[src/rtl/ctb_pkg.sv]
`timescale 1ns / 1ps
`default_nettype none
// ----------------------------------------------------------------------------
// Countdown timer bank package
// Shared types and constants for the controller and the datapath.
// ----------------------------------------------------------------------------
package ctb_pkg;

  // Fixed widths of the item fields.
  localparam int SLOT_W  = 4;
  localparam int FIELD_W = 16;
  localparam int MODE_W  = 2;

  // At most this many expiries are reported per tick.
  localparam int MAX_REPORTS = 16;
  localparam int REP_W       = 5;

  // Item modes.
  localparam logic [MODE_W-1:0] MODE_TICK = 2'd0;
  localparam logic [MODE_W-1:0] MODE_LOAD = 2'd1;
  localparam logic [MODE_W-1:0] MODE_READ = 2'd2;

  // Result kinds.
  localparam logic KIND_EXPIRY = 1'b0;
  localparam logic KIND_READ   = 1'b1;

  typedef enum logic [2:0] {
    ST_IDLE,
    ST_LOAD,
    ST_RD_ISSUE,
    ST_RD_OUT,
    ST_T_READ,
    ST_T_UPD,
    ST_T_FLUSH
  } state_t;

  typedef struct packed {
    logic capture;     // register the accepted item, restart the walk
    logic load_wr;     // write the item into its slot
    logic rd_issue;    // read the item's slot
    logic rd_push;     // present the read result
    logic walk_read;   // read the slot under the walk index
    logic walk_upd;    // update that slot and collect any expiry
    logic idx_inc;     // step the walk index
    logic flush_push;  // present the held expiry as the final result
  } cmd_t;

  typedef struct packed {
    logic out_free;    // output register can take a result this cycle
    logic upd_stall;   // update must wait for the output register
    logic idx_last;    // walk index is on the last slot
    logic hold_valid;  // an expiry is held back
  } stat_t;

endpackage : ctb_pkg
`default_nettype wire

[src/rtl/ctb_ctrl.sv]
`timescale 1ns / 1ps
`default_nettype none
// ----------------------------------------------------------------------------
// Countdown timer bank controller
// Sequences load, read and tick items over the datapath.
// ----------------------------------------------------------------------------
module ctb_ctrl (
  input  wire                         clk,
  input  wire                         rst,
  input  wire                         in_valid,
  output logic                        in_ready,
  input  wire  [ctb_pkg::MODE_W-1:0]  in_mode,
  input  wire  ctb_pkg::stat_t        stat,
  output ctb_pkg::cmd_t               cmd
);
  import ctb_pkg::*;

  state_t state;
  state_t state_next;

  always_ff @(posedge clk) begin
    if (rst) begin
      state <= ST_IDLE;
    end else begin
      state <= state_next;
    end
  end

  always_comb begin
    state_next = state;
    cmd        = '0;
    in_ready   = 1'b0;
    case (state)
      ST_IDLE: begin
        in_ready = 1'b1;
        if (in_valid) begin
          cmd.capture = 1'b1;
          case (in_mode)
            MODE_TICK: state_next = ST_T_READ;
            MODE_LOAD: state_next = ST_LOAD;
            MODE_READ: state_next = ST_RD_ISSUE;
            default:   state_next = ST_IDLE;
          endcase
        end
      end
      ST_LOAD: begin
        cmd.load_wr = 1'b1;
        state_next  = ST_IDLE;
      end
      ST_RD_ISSUE: begin
        cmd.rd_issue = 1'b1;
        state_next   = ST_RD_OUT;
      end
      ST_RD_OUT: begin
        if (stat.out_free) begin
          cmd.rd_push = 1'b1;
          state_next  = ST_IDLE;
        end
      end
      ST_T_READ: begin
        cmd.walk_read = 1'b1;
        state_next    = ST_T_UPD;
      end
      ST_T_UPD: begin
        if (!stat.upd_stall) begin
          cmd.walk_upd = 1'b1;
          if (stat.idx_last) begin
            state_next = ST_T_FLUSH;
          end else begin
            cmd.idx_inc = 1'b1;
            state_next  = ST_T_READ;
          end
        end
      end
      ST_T_FLUSH: begin
        if (!stat.hold_valid) begin
          state_next = ST_IDLE;
        end else if (stat.out_free) begin
          cmd.flush_push = 1'b1;
          state_next     = ST_IDLE;
        end
      end
      default: begin
        state_next = ST_IDLE;
      end
    endcase
  end

endmodule : ctb_ctrl
`default_nettype wire

[src/rtl/ctb_dpath.sv]
`timescale 1ns / 1ps
`default_nettype none
// ----------------------------------------------------------------------------
// Countdown timer bank datapath
// Slot stores, shared decrementer, expiry hold register and output register.
// ----------------------------------------------------------------------------
module ctb_dpath #(
  parameter int NUM_SLOTS   = 16,
  parameter int COUNT_WIDTH = 16
) (
  input  wire                          clk,
  input  wire                          rst,
  input  wire  [ctb_pkg::SLOT_W-1:0]   in_slot,
  input  wire  [ctb_pkg::FIELD_W-1:0]  in_delay,
  input  wire  [ctb_pkg::FIELD_W-1:0]  in_period,
  input  wire                          in_event,
  input  wire  ctb_pkg::cmd_t          cmd,
  output ctb_pkg::stat_t               stat,
  output logic                         out_valid,
  input  wire                          out_ready,
  output logic                         out_kind,
  output logic [ctb_pkg::SLOT_W-1:0]   out_slot,
  output logic [ctb_pkg::FIELD_W-1:0]  out_rem,
  output logic                         out_last
);
  import ctb_pkg::*;

  localparam int IW = (NUM_SLOTS > 1) ? $clog2(NUM_SLOTS) : 1;

  // Item registers.
  logic [SLOT_W-1:0]      item_slot;
  logic [COUNT_WIDTH-1:0] item_delay;
  logic [COUNT_WIDTH-1:0] item_period;
  logic                   item_event;

  // Slot stores; an entry whose valid bit is clear reads as zero.
  logic [COUNT_WIDTH-1:0] count_mem  [NUM_SLOTS];
  logic [COUNT_WIDTH-1:0] period_mem [NUM_SLOTS];
  logic                   event_mem  [NUM_SLOTS];
  logic [NUM_SLOTS-1:0]   vld;

  logic [COUNT_WIDTH-1:0] rd_count;
  logic [COUNT_WIDTH-1:0] rd_period;
  logic                   rd_event;
  logic                   rd_vld;

  logic [IW-1:0]          idx;
  logic [REP_W-1:0]       rep_cnt;

  logic                   hold_valid;
  logic [SLOT_W-1:0]      hold_slot;
  logic [FIELD_W-1:0]     hold_rem;

  logic                   slot_ok;
  logic [IW-1:0]          slot_addr;
  logic [IW-1:0]          rd_addr;
  logic                   rd_en;
  logic [IW-1:0]          wr_addr;
  logic                   wr_en;
  logic [COUNT_WIDTH-1:0] wr_count;
  logic [COUNT_WIDTH-1:0] wr_period;
  logic                   wr_event;

  logic [COUNT_WIDTH-1:0] eff_count;
  logic [COUNT_WIDTH-1:0] eff_period;
  logic [COUNT_WIDTH-1:0] dec_count;
  logic                   active;
  logic                   expire;
  logic                   report;
  logic                   out_free;
  logic                   upd_push;
  logic [31:0]            count_ext;
  logic [31:0]            period_ext;

  assign slot_ok   = (32'(item_slot) < 32'(NUM_SLOTS));
  assign slot_addr = IW'(item_slot);
  assign rd_en     = cmd.rd_issue | cmd.walk_read;
  assign rd_addr   = cmd.rd_issue ? slot_addr : idx;

  assign eff_count  = rd_vld ? rd_count : '0;
  assign eff_period = rd_vld ? rd_period : '0;
  assign active     = (eff_count != '0);
  assign dec_count  = eff_count - COUNT_WIDTH'(1);
  assign expire     = active && (dec_count == '0) && rd_vld && rd_event;
  assign report     = expire && (rep_cnt < REP_W'(MAX_REPORTS));
  assign out_free   = !out_valid || out_ready;
  assign upd_push   = cmd.walk_upd && report && hold_valid;
  assign count_ext  = 32'(eff_count);
  assign period_ext = 32'(eff_period);

  assign stat.out_free   = out_free;
  assign stat.upd_stall  = report && hold_valid && !out_free;
  assign stat.idx_last   = (idx == IW'(NUM_SLOTS - 1));
  assign stat.hold_valid = hold_valid;

  // Single write port: loads, or the walk's update of an active slot.
  always_comb begin
    wr_en     = 1'b0;
    wr_addr   = idx;
    wr_count  = dec_count;
    wr_period = rd_period;
    wr_event  = rd_event;
    if (cmd.load_wr) begin
      wr_en     = slot_ok;
      wr_addr   = slot_addr;
      wr_count  = item_delay;
      wr_period = item_period;
      wr_event  = item_event;
    end else if (cmd.walk_upd && active) begin
      wr_en    = 1'b1;
      wr_count = expire ? eff_period : dec_count;
    end
  end

  always_ff @(posedge clk) begin
    if (wr_en) begin
      count_mem[wr_addr]  <= wr_count;
      period_mem[wr_addr] <= wr_period;
      event_mem[wr_addr]  <= wr_event;
    end
    if (rd_en) begin
      rd_count  <= count_mem[rd_addr];
      rd_period <= period_mem[rd_addr];
      rd_event  <= event_mem[rd_addr];
      rd_vld    <= vld[rd_addr];
    end
  end

  always_ff @(posedge clk) begin
    if (rst) begin
      vld <= '0;
    end else if (wr_en) begin
      vld[wr_addr] <= 1'b1;
    end
  end

  always_ff @(posedge clk) begin
    if (cmd.capture) begin
      item_slot   <= in_slot;
      item_delay  <= COUNT_WIDTH'(in_delay);
      item_period <= COUNT_WIDTH'(in_period);
      item_event  <= in_event;
    end
  end

  // Walk index, report count and expiry hold register.
  always_ff @(posedge clk) begin
    if (rst) begin
      idx        <= '0;
      rep_cnt    <= '0;
      hold_valid <= 1'b0;
    end else if (cmd.capture) begin
      idx        <= '0;
      rep_cnt    <= '0;
      hold_valid <= 1'b0;
    end else begin
      if (cmd.idx_inc) begin
        idx <= idx + IW'(1);
      end
      if (cmd.walk_upd && report) begin
        rep_cnt    <= rep_cnt + REP_W'(1);
        hold_valid <= 1'b1;
      end else if (cmd.flush_push) begin
        hold_valid <= 1'b0;
      end
    end
  end

  always_ff @(posedge clk) begin
    if (cmd.walk_upd && report) begin
      hold_slot <= SLOT_W'(idx);
      hold_rem  <= period_ext[FIELD_W-1:0];
    end
  end

  // Output register.
  always_ff @(posedge clk) begin
    if (rst) begin
      out_valid <= 1'b0;
    end else if (cmd.rd_push || upd_push || cmd.flush_push) begin
      out_valid <= 1'b1;
    end else if (out_ready) begin
      out_valid <= 1'b0;
    end
  end

  always_ff @(posedge clk) begin
    if (cmd.rd_push) begin
      out_kind <= KIND_READ;
      out_slot <= item_slot;
      out_rem  <= slot_ok ? count_ext[FIELD_W-1:0] : '0;
      out_last <= 1'b1;
    end else if (upd_push || cmd.flush_push) begin
      out_kind <= KIND_EXPIRY;
      out_slot <= hold_slot;
      out_rem  <= hold_rem;
      out_last <= cmd.flush_push;
    end
  end

endmodule : ctb_dpath
`default_nettype wire

[src/rtl/countdown_timer_bank.sv]
`timescale 1ns / 1ps
`default_nettype none
// ----------------------------------------------------------------------------
// Countdown timer bank
// A bank of millisecond countdown slots with reload and expiry reporting.
// ----------------------------------------------------------------------------
// Each input item is a tick, a load or a read, selected by s_axis_tuser. A
// load writes one slot's delay, reload period and event flag and gives no
// result. A read gives one result with the slot's remaining count (zero for
// a slot beyond the bank). A tick walks the slots in ascending order with one
// shared decrementer: every nonzero slot counts down, and an event slot that
// reaches zero reloads its period and reports an expiry; a period of zero
// makes it one-shot. At most sixteen expiries are reported per tick, the
// final one marked by m_axis_tlast, and a tick with none gives no result.
// A tick reads each slot from the slot store and then writes it back, and
// holding m_axis_tready low while a result waits stalls a read or a tick.
// The block takes one item at a time, but a finished result may sit in the
// output register while the next item is accepted. All slots read as zero
// straight after reset.
// ----------------------------------------------------------------------------
module countdown_timer_bank #(
  parameter int NUM_SLOTS   = 16,
  parameter int COUNT_WIDTH = 16
) (
  input  wire         clk,
  input  wire         rst,
  // Input items.
  input  wire         s_axis_tvalid,
  output logic        s_axis_tready,
  // [3:0] slot, [19:4] load_delay, [35:20] load_period, [36] raises_event,
  // [39:37] zero.
  input  wire  [39:0] s_axis_tdata,
  // [1:0] mode.
  input  wire  [1:0]  s_axis_tuser,
  // Result items.
  output logic        m_axis_tvalid,
  input  wire         m_axis_tready,
  // [3:0] which_slot, [19:4] remaining, [23:20] zero.
  output logic [23:0] m_axis_tdata,
  // [0] kind.
  output logic [0:0]  m_axis_tuser,
  output logic        m_axis_tlast
);
  import ctb_pkg::*;

  cmd_t               cmd;
  stat_t              stat;
  logic               out_kind;
  logic [SLOT_W-1:0]  out_slot;
  logic [FIELD_W-1:0] out_rem;

  ctb_ctrl u_ctrl (
    .clk      (clk),
    .rst      (rst),
    .in_valid (s_axis_tvalid),
    .in_ready (s_axis_tready),
    .in_mode  (s_axis_tuser),
    .stat     (stat),
    .cmd      (cmd)
  );

  ctb_dpath #(
    .NUM_SLOTS   (NUM_SLOTS),
    .COUNT_WIDTH (COUNT_WIDTH)
  ) u_dpath (
    .clk       (clk),
    .rst       (rst),
    .in_slot   (s_axis_tdata[3:0]),
    .in_delay  (s_axis_tdata[19:4]),
    .in_period (s_axis_tdata[35:20]),
    .in_event  (s_axis_tdata[36]),
    .cmd       (cmd),
    .stat      (stat),
    .out_valid (m_axis_tvalid),
    .out_ready (m_axis_tready),
    .out_kind  (out_kind),
    .out_slot  (out_slot),
    .out_rem   (out_rem),
    .out_last  (m_axis_tlast)
  );

  // Unused upper bits of the input data are ignored.
  assign m_axis_tdata    = {4'b0000, out_rem, out_slot};
  assign m_axis_tuser[0] = out_kind;

endmodule : countdown_timer_bank
`default_nettype wire

[config.mk]
export PLATFORM = sky130hd
export DESIGN_NAME = countdown_timer_bank
export DESIGN_NICKNAME = d
export VERILOG_FILES = /design/src/rtl/ctb_pkg.sv /design/src/rtl/ctb_ctrl.sv /design/src/rtl/ctb_dpath.sv /design/src/rtl/countdown_timer_bank.sv
export SDC_FILE = /design/constraint.sdc
export NUM_CORES = 1
export LEC_CHECK = 0
export ABC_AREA = 1
export CORE_ASPECT_RATIO = 1.4
export CORE_MARGIN = 2
export CORE_UTILIZATION = 50
export CTS_BUF_LIST = sky130_fd_sc_hd__clkbuf_4 sky130_fd_sc_hd__clkbuf_8
export CTS_CLUSTER_DIAMETER = 100
export DETAILED_ROUTE_END_ITERATION = 10
export DONT_BUFFER_PORTS = 1
export HOLD_SLACK_MARGIN = 0.05
export PLACE_DENSITY = 0.75
export SYNTH_ARGS = -nofsm -noshare
export SYNTH_HDL_FRONTEND = slang
export SYNTH_SLANG_ARGS = --single-unit
export TNS_END_PERCENT = 30
[constraint.sdc]
create_clock -name clk -period 4.3 [get_ports clk]
set_input_delay 0.86 -clock clk [delete_from_list [all_inputs] [get_ports clk]]
set_output_delay 0.86 -clock clk [all_outputs]
set_load 0.1 [all_outputs]
==> flow_metrics.py, run 1 <==
metrics = {
    "outcome": {
        "status": "finished, final reports clean",
    },
    "synth": {
        "async_flop_share_pct": 0,
        "yosysSeqAreaShare_pct": 73.3,
        "synthesis.area_um2": 27100,
        "ys_types": 40,
        "synth.avg_cell_area_um2": 12.4,
        "synthFlopType": "edfxtp_1",
        "netlist.area_leader.share_pct": 70.9,
        "synth_top_area_cell": "edfxtp_1",
        "yosysWarnings": 0,
        "synth-seq-cells": 671,
        "yosys-top-cells-area": "edfxtp_1, o21ai_0, nor2_1",
        "syn_inst": 2176,
        "synth-edff-count": 639,
    },
    "grt": {
        "grt_max_degree": 183,
        "track_usage_pct": 23.5,
        "grt-ovfl-total": 0,
        "grt_pass1_vias": 17600,
        "grt_first_pass_wirelength_um": 99800,
        "grt_antenna_before_repair": 1,
    },
    "floorplanning": {
        "rows": 100,
        "initial_core_util_pct": 50.8,
        "core_um2": 53300,
        "fp.dieArea_um2": 56000,
        "die-width_um": 201,
        "io_pins": 74,
        "die_height_um": 279,
    },
    "timing": {
        "drv_slew": 0,
        "fmax_mhz": 263,
        "worst_slew_pin_slew_ns": 1.20,
        "rsz0062_at_grt": "no",
        "relSlewSlack_pct": 19.5,
        "setup_viol": 0,
        "hold_viol_final": 0,
        "fin_setup_tns_ns": 0,
        "worst_slack_ns": 0.495,
        "period_needed_ns": 3.80,
        "fin_crit_sh_pct": 88.5,
        "fin_skew_ns": 0.0374,
    },
    "finish": {
        "final_nets": 2227,
        "mostFrequentLayoutCells": "edfxtp_1, nor2_1, o21ai_0, nand2_1, clkbuf_8",
        "drive_gt1_share_pct": 10.3,
        "final_core_util_pct": 55.4,
        "area.growth.synth_to_final_pct": 9.21,
        "final_common_cell": "edfxtp_1",
    },
    "clock_network": {
        "cts_buffer_depth": 3,
        "cts_sinks": 671,
        "h-tree-depth": 3,
        "root_buffer": "clkbuf_8",
        "cts_resized": 0,
        "cts.clk_slew.worst_paths_ns": 0.07,
        "postCtsSetupRepairBufs": 0,
        "cts_made_buffers": 95,
        "ctsHoldBuffers": 0,
        "clkLatencyLatePin_ns": 0.68,
        "cts_tree": "done",
    },
    "route": {
        "drt-wirelength-per-cell_um": 22.5,
        "drc": 0,
        "num_vias": 17700,
        "drt_iter0_drc": 2002,
        "viasPerCell": 5.98,
        "dr.pass1.iters": 7,
        "drt-total-wl_um": 66700,
        "ant_nets": 0,
    },
    "critical_path": {
        "path_cells": "buf_4 > nand2_1 > nand2_1 > nor2_1 > nand3_1 > nand2_1 > nand2_1 > nand2_1 > nor2_1 > nand2_1 > nor2_4 > nand3_2 > nand3_2 > nand2_4 > nand2_1 > inv_2",
        "crit_slowest_cell": "inv_2",
        "cp_data_required_time_ns": 4.56,
        "worstSetupPathType": "flop to flop",
        "cpPeakStageDelay_ns": 0.86,
        "arrival_ns": 4.07,
        "critPathMaxFanout": 33,
        "cp-start-kind": "flop",
        "crit_buf_inv": 2,
        "crit_path_end_kind": "flop",
        "critPathTopFamily": "simple AND/OR/NAND/NOR gates",
        "timing.critical_path.mode_cell": "nand2_1",
    },
    "hold_path": {
        "min_path_type": "primary input to flop",
    },
    "power_and_ir_drop": {
        "leakage_nw": 10.1,
        "power.density_nw_per_um2": 446,
        "ir_drop_v": 0.000211,
    },
    "place": {
        "dp_slack_ns": 0.573,
        "gp_congestion": 0.928,
        "place_hpwl_um": 35500,
        "io_buffers": 0,
    },
    "flow_run": {
        "cap_viol_max_count": 0,
    },
}
[area by class of cell]
type | count | area (µm²)
clock buffers | 116 | 1470
repair buffers | 34 | 330
clock inverters | 48 | 290
fillers | 4187 | 23800
flip-flops and latches | 671 | 19800
well taps | 714 | 893
inverters | 113 | 429
multi-input cells | 1262 | 6310
diodes | 1 | 2.50
[through the flow]
step | hold WS [ns] | power (mW) | std cells | cell area (µm²)
global route | 0.218 | 13.6 | 2959 | 29500
finish | 0.245 | 13.2 | 2959 | 29500
floorplan | 0.427 | 8.29 | 2179 | 27100
detailed placement | 0.432 | 8.62 | 2794 | 27800
global placement | 0.430 | 8.57 | 2794 | 27800
CTS | 0.192 | 13.2 | 2958 | 29500
[cells in the mapped netlist (2+ instances only)]
master and n:
clkbuf_1 105, a21oi_1 28, inv_2 4, dfxtp_1 32
buf_6 5, o221ai_1 94, buf_1 10, nor2_2 6
a211oi_1 2, ha_1 4, nand4_1 14, o21ai_1 4
o22ai_1 39, a31oi_1 2, nand2_1 293, inv_1 108
edfxtp_1 639, nand2_4 5, o211ai_1 41, nand3_2 6
buf_2 9, o21ai_0 303, nand2_2 7, xor2_1 4
buf_4 4, nor3_1 9, nand3_1 63, nor2_1 324
[state kept, by name, indices dropped and copies added (netlist names), 16 cells and up]
name and count:
u_dpath.hold_rem 16, u_dpath.item_delay 16, u_dpath.rd_period 16, u_dpath.item_period 16, u_dpath.period_mem 256, u_dpath.event_mem 16, u_dpath.count_mem 256, u_dpath.vld 16
u_dpath.rd_count 16, u_dpath.out_rem 16
[power by group]
| group | switching [mW] | total, mW | internal (mW) | leakage (nW) |
|---|---|---|---|---|
| Combinational | 0.737 | 0.939 | 0.202 | 3.11 |
| Sequential | 0.116 | 7.56 | 7.45 | 6.07 |
| Clock | 2.32 | 4.69 | 2.37 | 0.928 |
| Total | 3.17 | 13.2 | 10.0 | 10.1 |
[cell families (layout without fill, tap and decap cells)]
family | after synthesis | in the layout | synth area share (%)
xor gates and xnor gates | 5 | 5 | 0.162
other | 1 | 5 | 0.0139
AOI/OAI and AO/OA | 517 | 517 | 11.6
DFF | 671 | 671 | 73.3
and+or+nand+nor | 732 | 732 | 11.1
buffers and inverters | 246 | 311 | 3.65
adders and majority gates | 4 | 4 | 0.185
[routing by layer]
metal	track usage, %	up-vias	part of all wire (%)
li1	-	7923	-
met1	28.3	8726	37
met2	40.2	868	50
met3	4.48	176	9.1
met4	12.2	0	4.1
met5	0	-	0
[worst register-to-register path, cell delays in order, from the launching register on]
cell and delay (ns):
edfxtp_1 0.50, buf_4 0.25, nand2_1 0.20, nand2_1 0.12, nor2_1 0.27, nand3_1 0.12, nand2_1 0.07, nand2_1 0.06
nand2_1 0.12, nor2_1 0.05, nand2_1 0.11, nor2_4 0.09, nand3_2 0.14, nand3_2 0.11, nand2_4 0.17, nand2_1 0.11
inv_2 0.86
[final timing paths]
path / endpoint / cells after the start / from / slack [ns]
worst max register to register: u_dpath.count_mem[9][7] / 16 / u_dpath.rd_vld / 0.50
worst min register to register: u_dpath.vld[8] / 2 / u_dpath.vld[8] / 0.44
worst max-delay path: u_dpath.count_mem[9][7] / 16 / u_dpath.rd_vld / 0.50
worst min-delay path: u_dpath.vld[3] / 1 / rst / 0.25
No activity file was read; power rests on OpenSTA's default activity.
==> run 2, diff against run 1 <==
REMOVE_ABC_BUFFERS = 1   (was unset)
==> flow_metrics.py, run 2 (synthesized netlist as in run 1, its figures left out) <==
metrics = {
    "clock_network": {
        "cts_resized": 0,
        "cts_tree": "done",
        "cts_made_buffers": 96,
        "cts.clk_slew.worst_paths_ns": 0.07,
        "h-tree-depth": 3,
        "root_buffer": "clkbuf_8",
        "clkLatencyLatePin_ns": 0.69,
        "ctsHoldBuffers": 0,
        "cts_buffer_depth": 3,
        "postCtsSetupRepairBufs": 0,
        "cts_sinks": 671,
    },
    "critical_path": {
        "arrival_ns": 4.32,
        "worstSetupPathType": "flop to flop",
        "cp_data_required_time_ns": 4.68,
        "crit_path_end_kind": "flop",
        "critPathMaxFanout": 28,
        "cp-start-kind": "flop",
    },
    "power_and_ir_drop": {
        "power.density_nw_per_um2": 462,
        "leakage_nw": 10.3,
        "total_power_mw": 13.8,
        "ir_drop_v": 0.000209,
        "combPwrFrac_pct": 6.8,
        "netSwitchingFraction_pct": 23.6,
        "p_seq_share_pct": 54.7,
        "net-switching-power_mw": 3.26,
        "pwr-share-clk_pct": 38.5,
        "power.internal_mw": 10.5,
    },
    "floorplanning": {
        "io_pins": 74,
        "fp.dieArea_um2": 56000,
        "die_height_um": 279,
        "die-width_um": 201,
        "initial_core_util_pct": 50.8,
        "rows": 100,
        "core_um2": 53300,
    },
    "timing": {
        "fin_hold_ws_ns": 0.240,
        "period_needed_ns": 3.94,
        "fin_setup_tns_ns": 0,
        "hold_viol_final": 0,
        "drv_slew": 0,
        "worst_slew_pin_slew_ns": 1.23,
        "fin_skew_ns": 0.0259,
        "rsz0062_at_grt": "no",
        "fin_crit_sh_pct": 91.6,
        "worst_slack_ns": 0.361,
        "fmax_mhz": 254,
        "setup_viol": 0,
        "relSlewSlack_pct": 17.1,
    },
    "route": {
        "drt-wirelength-per-cell_um": 23.2,
        "viasPerCell": 6.04,
        "dr.pass1.iters": 6,
        "num_vias": 18000,
        "ant_nets": 0,
        "drt-total-wl_um": 68900,
        "drc": 0,
        "drt_iter0_drc": 2207,
    },
    "outcome": {
        "status": "finished, final reports clean",
    },
    "place": {
        "dp_slack_ns": 0.446,
        "place_hpwl_um": 36700,
        "place_area_um2": 27900,
        "gp_congestion": 0.901,
        "io_buffers": 0,
        "dp.cells": 2797,
    },
    "grt": {
        "track_usage_pct": 24.1,
        "grt-ovfl-total": 0,
        "grt_max_degree": 143,
        "grt_antenna_before_repair": 2,
        "grt_first_pass_wirelength_um": 102000,
        "grt_pass1_vias": 17700,
    },
    "finish": {
        "top_regs": "u_dpath.count_mem: 256 flops, u_dpath.period_mem: 256 flops",
        "fillers": 4135,
        "stdcell_count": 2973,
        "final_common_cell": "edfxtp_1",
        "final_nets": 2231,
        "final_core_util_pct": 56.1,
        "area.growth.synth_to_final_pct": 10.6,
        "drive_gt1_share_pct": 11.1,
        "mostFrequentLayoutCells": "edfxtp_1, nor2_1, o21ai_0, nand2_1, clkbuf_8",
        "final_area_um2": 29900,
    },
    "flow_run": {
        "cap_viol_max_count": 0,
    },
    "hold_path": {
        "min_path_type": "primary input to flop",
    },
}
run 2: cell types whose count changed in the layout (fill, tap and decap cells not counted), moves of 2 or more:
| cell | previous run | this run |
|---|---|---|
| clkbuf_4 | 21 | 18 |
| buf_12 | 6 | 12 |
| clkbuf_8 | 95 | 97 |
| clkinv_2 | 17 | 23 |
| clkinv_1 | 24 | 21 |
| bufinv_16 | 2 | 10 |
| inv_6 | 2 | 4 |
| buf_4 | 28 | 25 |
run 2: final timing paths:
kind	cells after the start	endpoint	start	slack, ns
setup / recovery	15	u_dpath.count_mem[15][5]	u_dpath.rd_vld	0.36
hold / removal	1	u_dpath.vld[0]	rst	0.24
setup reg to reg	15	u_dpath.count_mem[15][5]	u_dpath.rd_vld	0.36
hold reg to reg	2	u_dpath.vld[8]	u_dpath.vld[8]	0.44
run 2: layer usage:
metal | share of wire [%] | up-vias | GRT usage [%] | wire length, µm
li1 | - | 7943 | - | -
met1 | 37 | 8755 | 30.1 | 25500
met2 | 49 | 1090 | 40.3 | 33500
met3 | 9.5 | 180 | 4.59 | 6580
met4 | 4.6 | 2 | 12.8 | 3190
met5 | 0.017 | - | 0 | 12
run 2: layout make-up:
type | instances | area (µm²) | share of cell area (%)
clock buffer | 115 | 1470 | 4.91
tap | 714 | 893 | 2.99
clock inverter | 60 | 558 | 1.87
timing repair buffer | 37 | 428 | 1.43
inverter | 113 | 429 | 1.43
antenna | 1 | 2.50 | 0.00836
sequential | 671 | 19800 | 66.3
multi-input combinational | 1262 | 6310 | 21.1
run 2: power groups by stage:
stage	logic, mW	registers [mW]	clock network, mW
6_report	0.938	7.56	5.31
3_3_place_gp	0.871	7.69	0
3_5_place_dp	0.921	7.69	0
4_1_cts	0.926	7.56	5.37
2_1_floorplan	0.608	7.67	0
5_1_grt	1.02	7.56	5.64
run 2: worst max-delay path: stages, from the launching register on:
cell and delay (ns):
edfxtp_1 0.62, buf_12 0.27, nand2_1 0.15, nand2_1 0.17, nor2_2 0.29, nand3_1 0.10, nand2_1 0.15, nor2_1 0.06
nand2_1 0.09, nor2_4 0.07, nand3_2 0.14, nand3_2 0.13, nand2_4 0.18, nand2_1 0.11, inv_2 0.73, buf_4 0.32
==> run 3, diff against run 2 <==
MAX_ROUTING_LAYER = met4   (was unset)
==> flow_metrics.py, run 3 (synthesized netlist as in run 1, its figures left out) <==
metrics = {
    "grt": {
        "grt_pass1_vias": 17600,
        "grt_antenna_before_repair": 2,
        "busiest_layer": "met2",
        "grt-ovfl-total": 0,
        "grtUsageMet2_pct": 40.8,
        "grt_max_degree": 141,
        "grt_use_met3_pct": 4.26,
        "grt_first_pass_wirelength_um": 101000,
        "grtUsageMet1_pct": 29.2,
        "track_usage_pct": 24.7,
    },
    "critical_path": {
        "cp_data_required_time_ns": 4.65,
        "cp-start-kind": "flop",
        "critPathMaxFanout": 31,
        "worstSetupPathType": "flop to flop",
        "arrival_ns": 4.12,
        "crit_path_end_kind": "flop",
    },
    "clock_network": {
        "postCtsSetupRepairBufs": 0,
        "cts_resized": 0,
        "cts.clk_slew.worst_paths_ns": 0.07,
        "clkLatencyLatePin_ns": 0.67,
        "ctsHoldBuffers": 0,
        "cts_tree": "done",
        "h-tree-depth": 3,
        "cts_made_buffers": 92,
        "cts_buffer_depth": 3,
        "cts_sinks": 671,
        "root_buffer": "clkbuf_8",
    },
    "place": {
        "gp_congestion": 0.903,
        "place_hpwl_um": 36500,
        "dp_slack_ns": 0.605,
        "io_buffers": 0,
        "dp.cells": 2802,
        "place_area_um2": 27800,
    },
    "finish": {
        "drive_gt1_share_pct": 10.8,
        "final_common_cell": "edfxtp_1",
        "final_area_um2": 29600,
        "multi_input_area_um2": 6310,
        "fillers": 4266,
        "area.growth.synth_to_final_pct": 9.43,
        "mostFrequentLayoutCells": "edfxtp_1, nor2_1, o21ai_0, nand2_1, clkbuf_8",
        "final-seq-area_um2": 19800,
        "final_nets": 2232,
        "stdcell_count": 2962,
        "top_regs": "u_dpath.count_mem: 256 flops, u_dpath.period_mem: 256 flops",
    },
    "timing": {
        "hold_viol_final": 0,
        "fin_hold_ws_ns": 0.249,
        "fmax_mhz": 265,
        "setup_viol": 0,
        "fin_crit_sh_pct": 87.7,
        "worst_slack_ns": 0.530,
        "period_needed_ns": 3.77,
        "worst_slew_pin_slew_ns": 1.31,
        "drv_slew": 0,
        "fin_skew_ns": 0.0282,
        "rsz0062_at_grt": "no",
        "relSlewSlack_pct": 12.7,
    },
    "route": {
        "drt-total-wl_um": 67600,
        "num_vias": 17900,
        "viasPerCell": 6.03,
        "dr.pass1.iters": 5,
        "drt_iter0_drc": 2256,
        "drt-wirelength-per-cell_um": 22.8,
        "ant_nets": 0,
        "drc": 0,
    },
    "outcome": {
        "status": "finished, final reports clean",
    },
    "power_and_ir_drop": {
        "combPwrFrac_pct": 7.0,
        "pwr-share-clk_pct": 35.9,
        "netSwitchingFraction_pct": 23.4,
        "p_seq_share_pct": 57.1,
        "power.internal_mw": 10.1,
        "leakage_nw": 10.2,
        "ir_drop_v": 0.000218,
        "total_power_mw": 13.2,
        "net-switching-power_mw": 3.10,
        "power.density_nw_per_um2": 447,
    },
    "hold_path": {
        "min_path_type": "primary input to flop",
    },
    "flow_run": {
        "cap_viol_max_count": 0,
    },
    "floorplanning": {
        "rows": 100,
        "fp.dieArea_um2": 56000,
        "die-width_um": 201,
        "die_height_um": 279,
        "initial_core_util_pct": 50.8,
        "core_um2": 53300,
        "io_pins": 74,
    },
}
run 3: cell count changes in the layout (fill, tap and decap cells not counted), sizes merged:
cell	delta
clkinv	-23
clkbuf	+18
inv	-3
clkinvlp	-1
bufinv	-8
buf	+5
diode	+1
run 3: final timing paths:
| check | start | end | slack [ns] | cells past startpoint |
|---|---|---|---|---|
| setup reg to reg | u_dpath.rd_vld | u_dpath.count_mem[5][9] | 0.53 | 17 |
| hold reg to reg | u_dpath.vld[2] | u_dpath.vld[2] | 0.45 | 2 |
| setup / recovery | u_dpath.rd_vld | u_dpath.count_mem[5][9] | 0.53 | 17 |
| hold / removal | rst | u_dpath.vld[10] | 0.25 | 1 |
run 3: final cells by class:
cell class                 count  share of cell area [%]
antenna                        2                  0.0169
clock buffer                 133                    5.38
clock inverter                25                   0.583
inverter                     113                    1.45
multi-input combinational   1262                    21.3
sequential                   671                    67.0
tap                          714                    3.02
timing repair buffer          42                    1.28
run 3: metal layers:
layer / share of wire (%) / vias up
li1: - / 7943
met1: 37 / 8719
met2: 49 / 1013
met3: 9.2 / 200
met4: 4.7 / 0
met5: 0 / -
run 3: power groups by stage:
stage	Sequential [mW]	Combinational, mW	Clock [mW]
after global placement	7.69	0.869	0
final	7.56	0.926	4.75
after global routing	7.56	1.02	5.08
after CTS	7.55	0.918	4.81
after floorplan	7.67	0.608	0
after detailed placement	7.69	0.915	0
run 3: worst max-delay path, cell delays in order (launching register included):
cell      delay (ns)
edfxtp_1        0.52
buf_12          0.24
nand2_1         0.19
nand2_1         0.11
nor2_1          0.25
nand3_1         0.11
nand2_1         0.07
nand2_1         0.07
nand2_1         0.12
nor2_1          0.05
nand2_1         0.09
nor2_4          0.07
nand3_2         0.13
nand3_2         0.10
nand2_4         0.17
nand2_1         0.11
inv_2           0.62
buf_4           0.39
run 3: per-stage QoR:
| stage | setup TNS [ns] | util [%] |
|---|---|---|
| final | 0 | 55.5 |
| after global routing | 0 | 55.5 |
| after CTS | 0 | 55.5 |
| after detailed placement | 0 | 52.2 |
| after global placement | 0 | 52.2 |
| after floorplan | -234.19 | - |
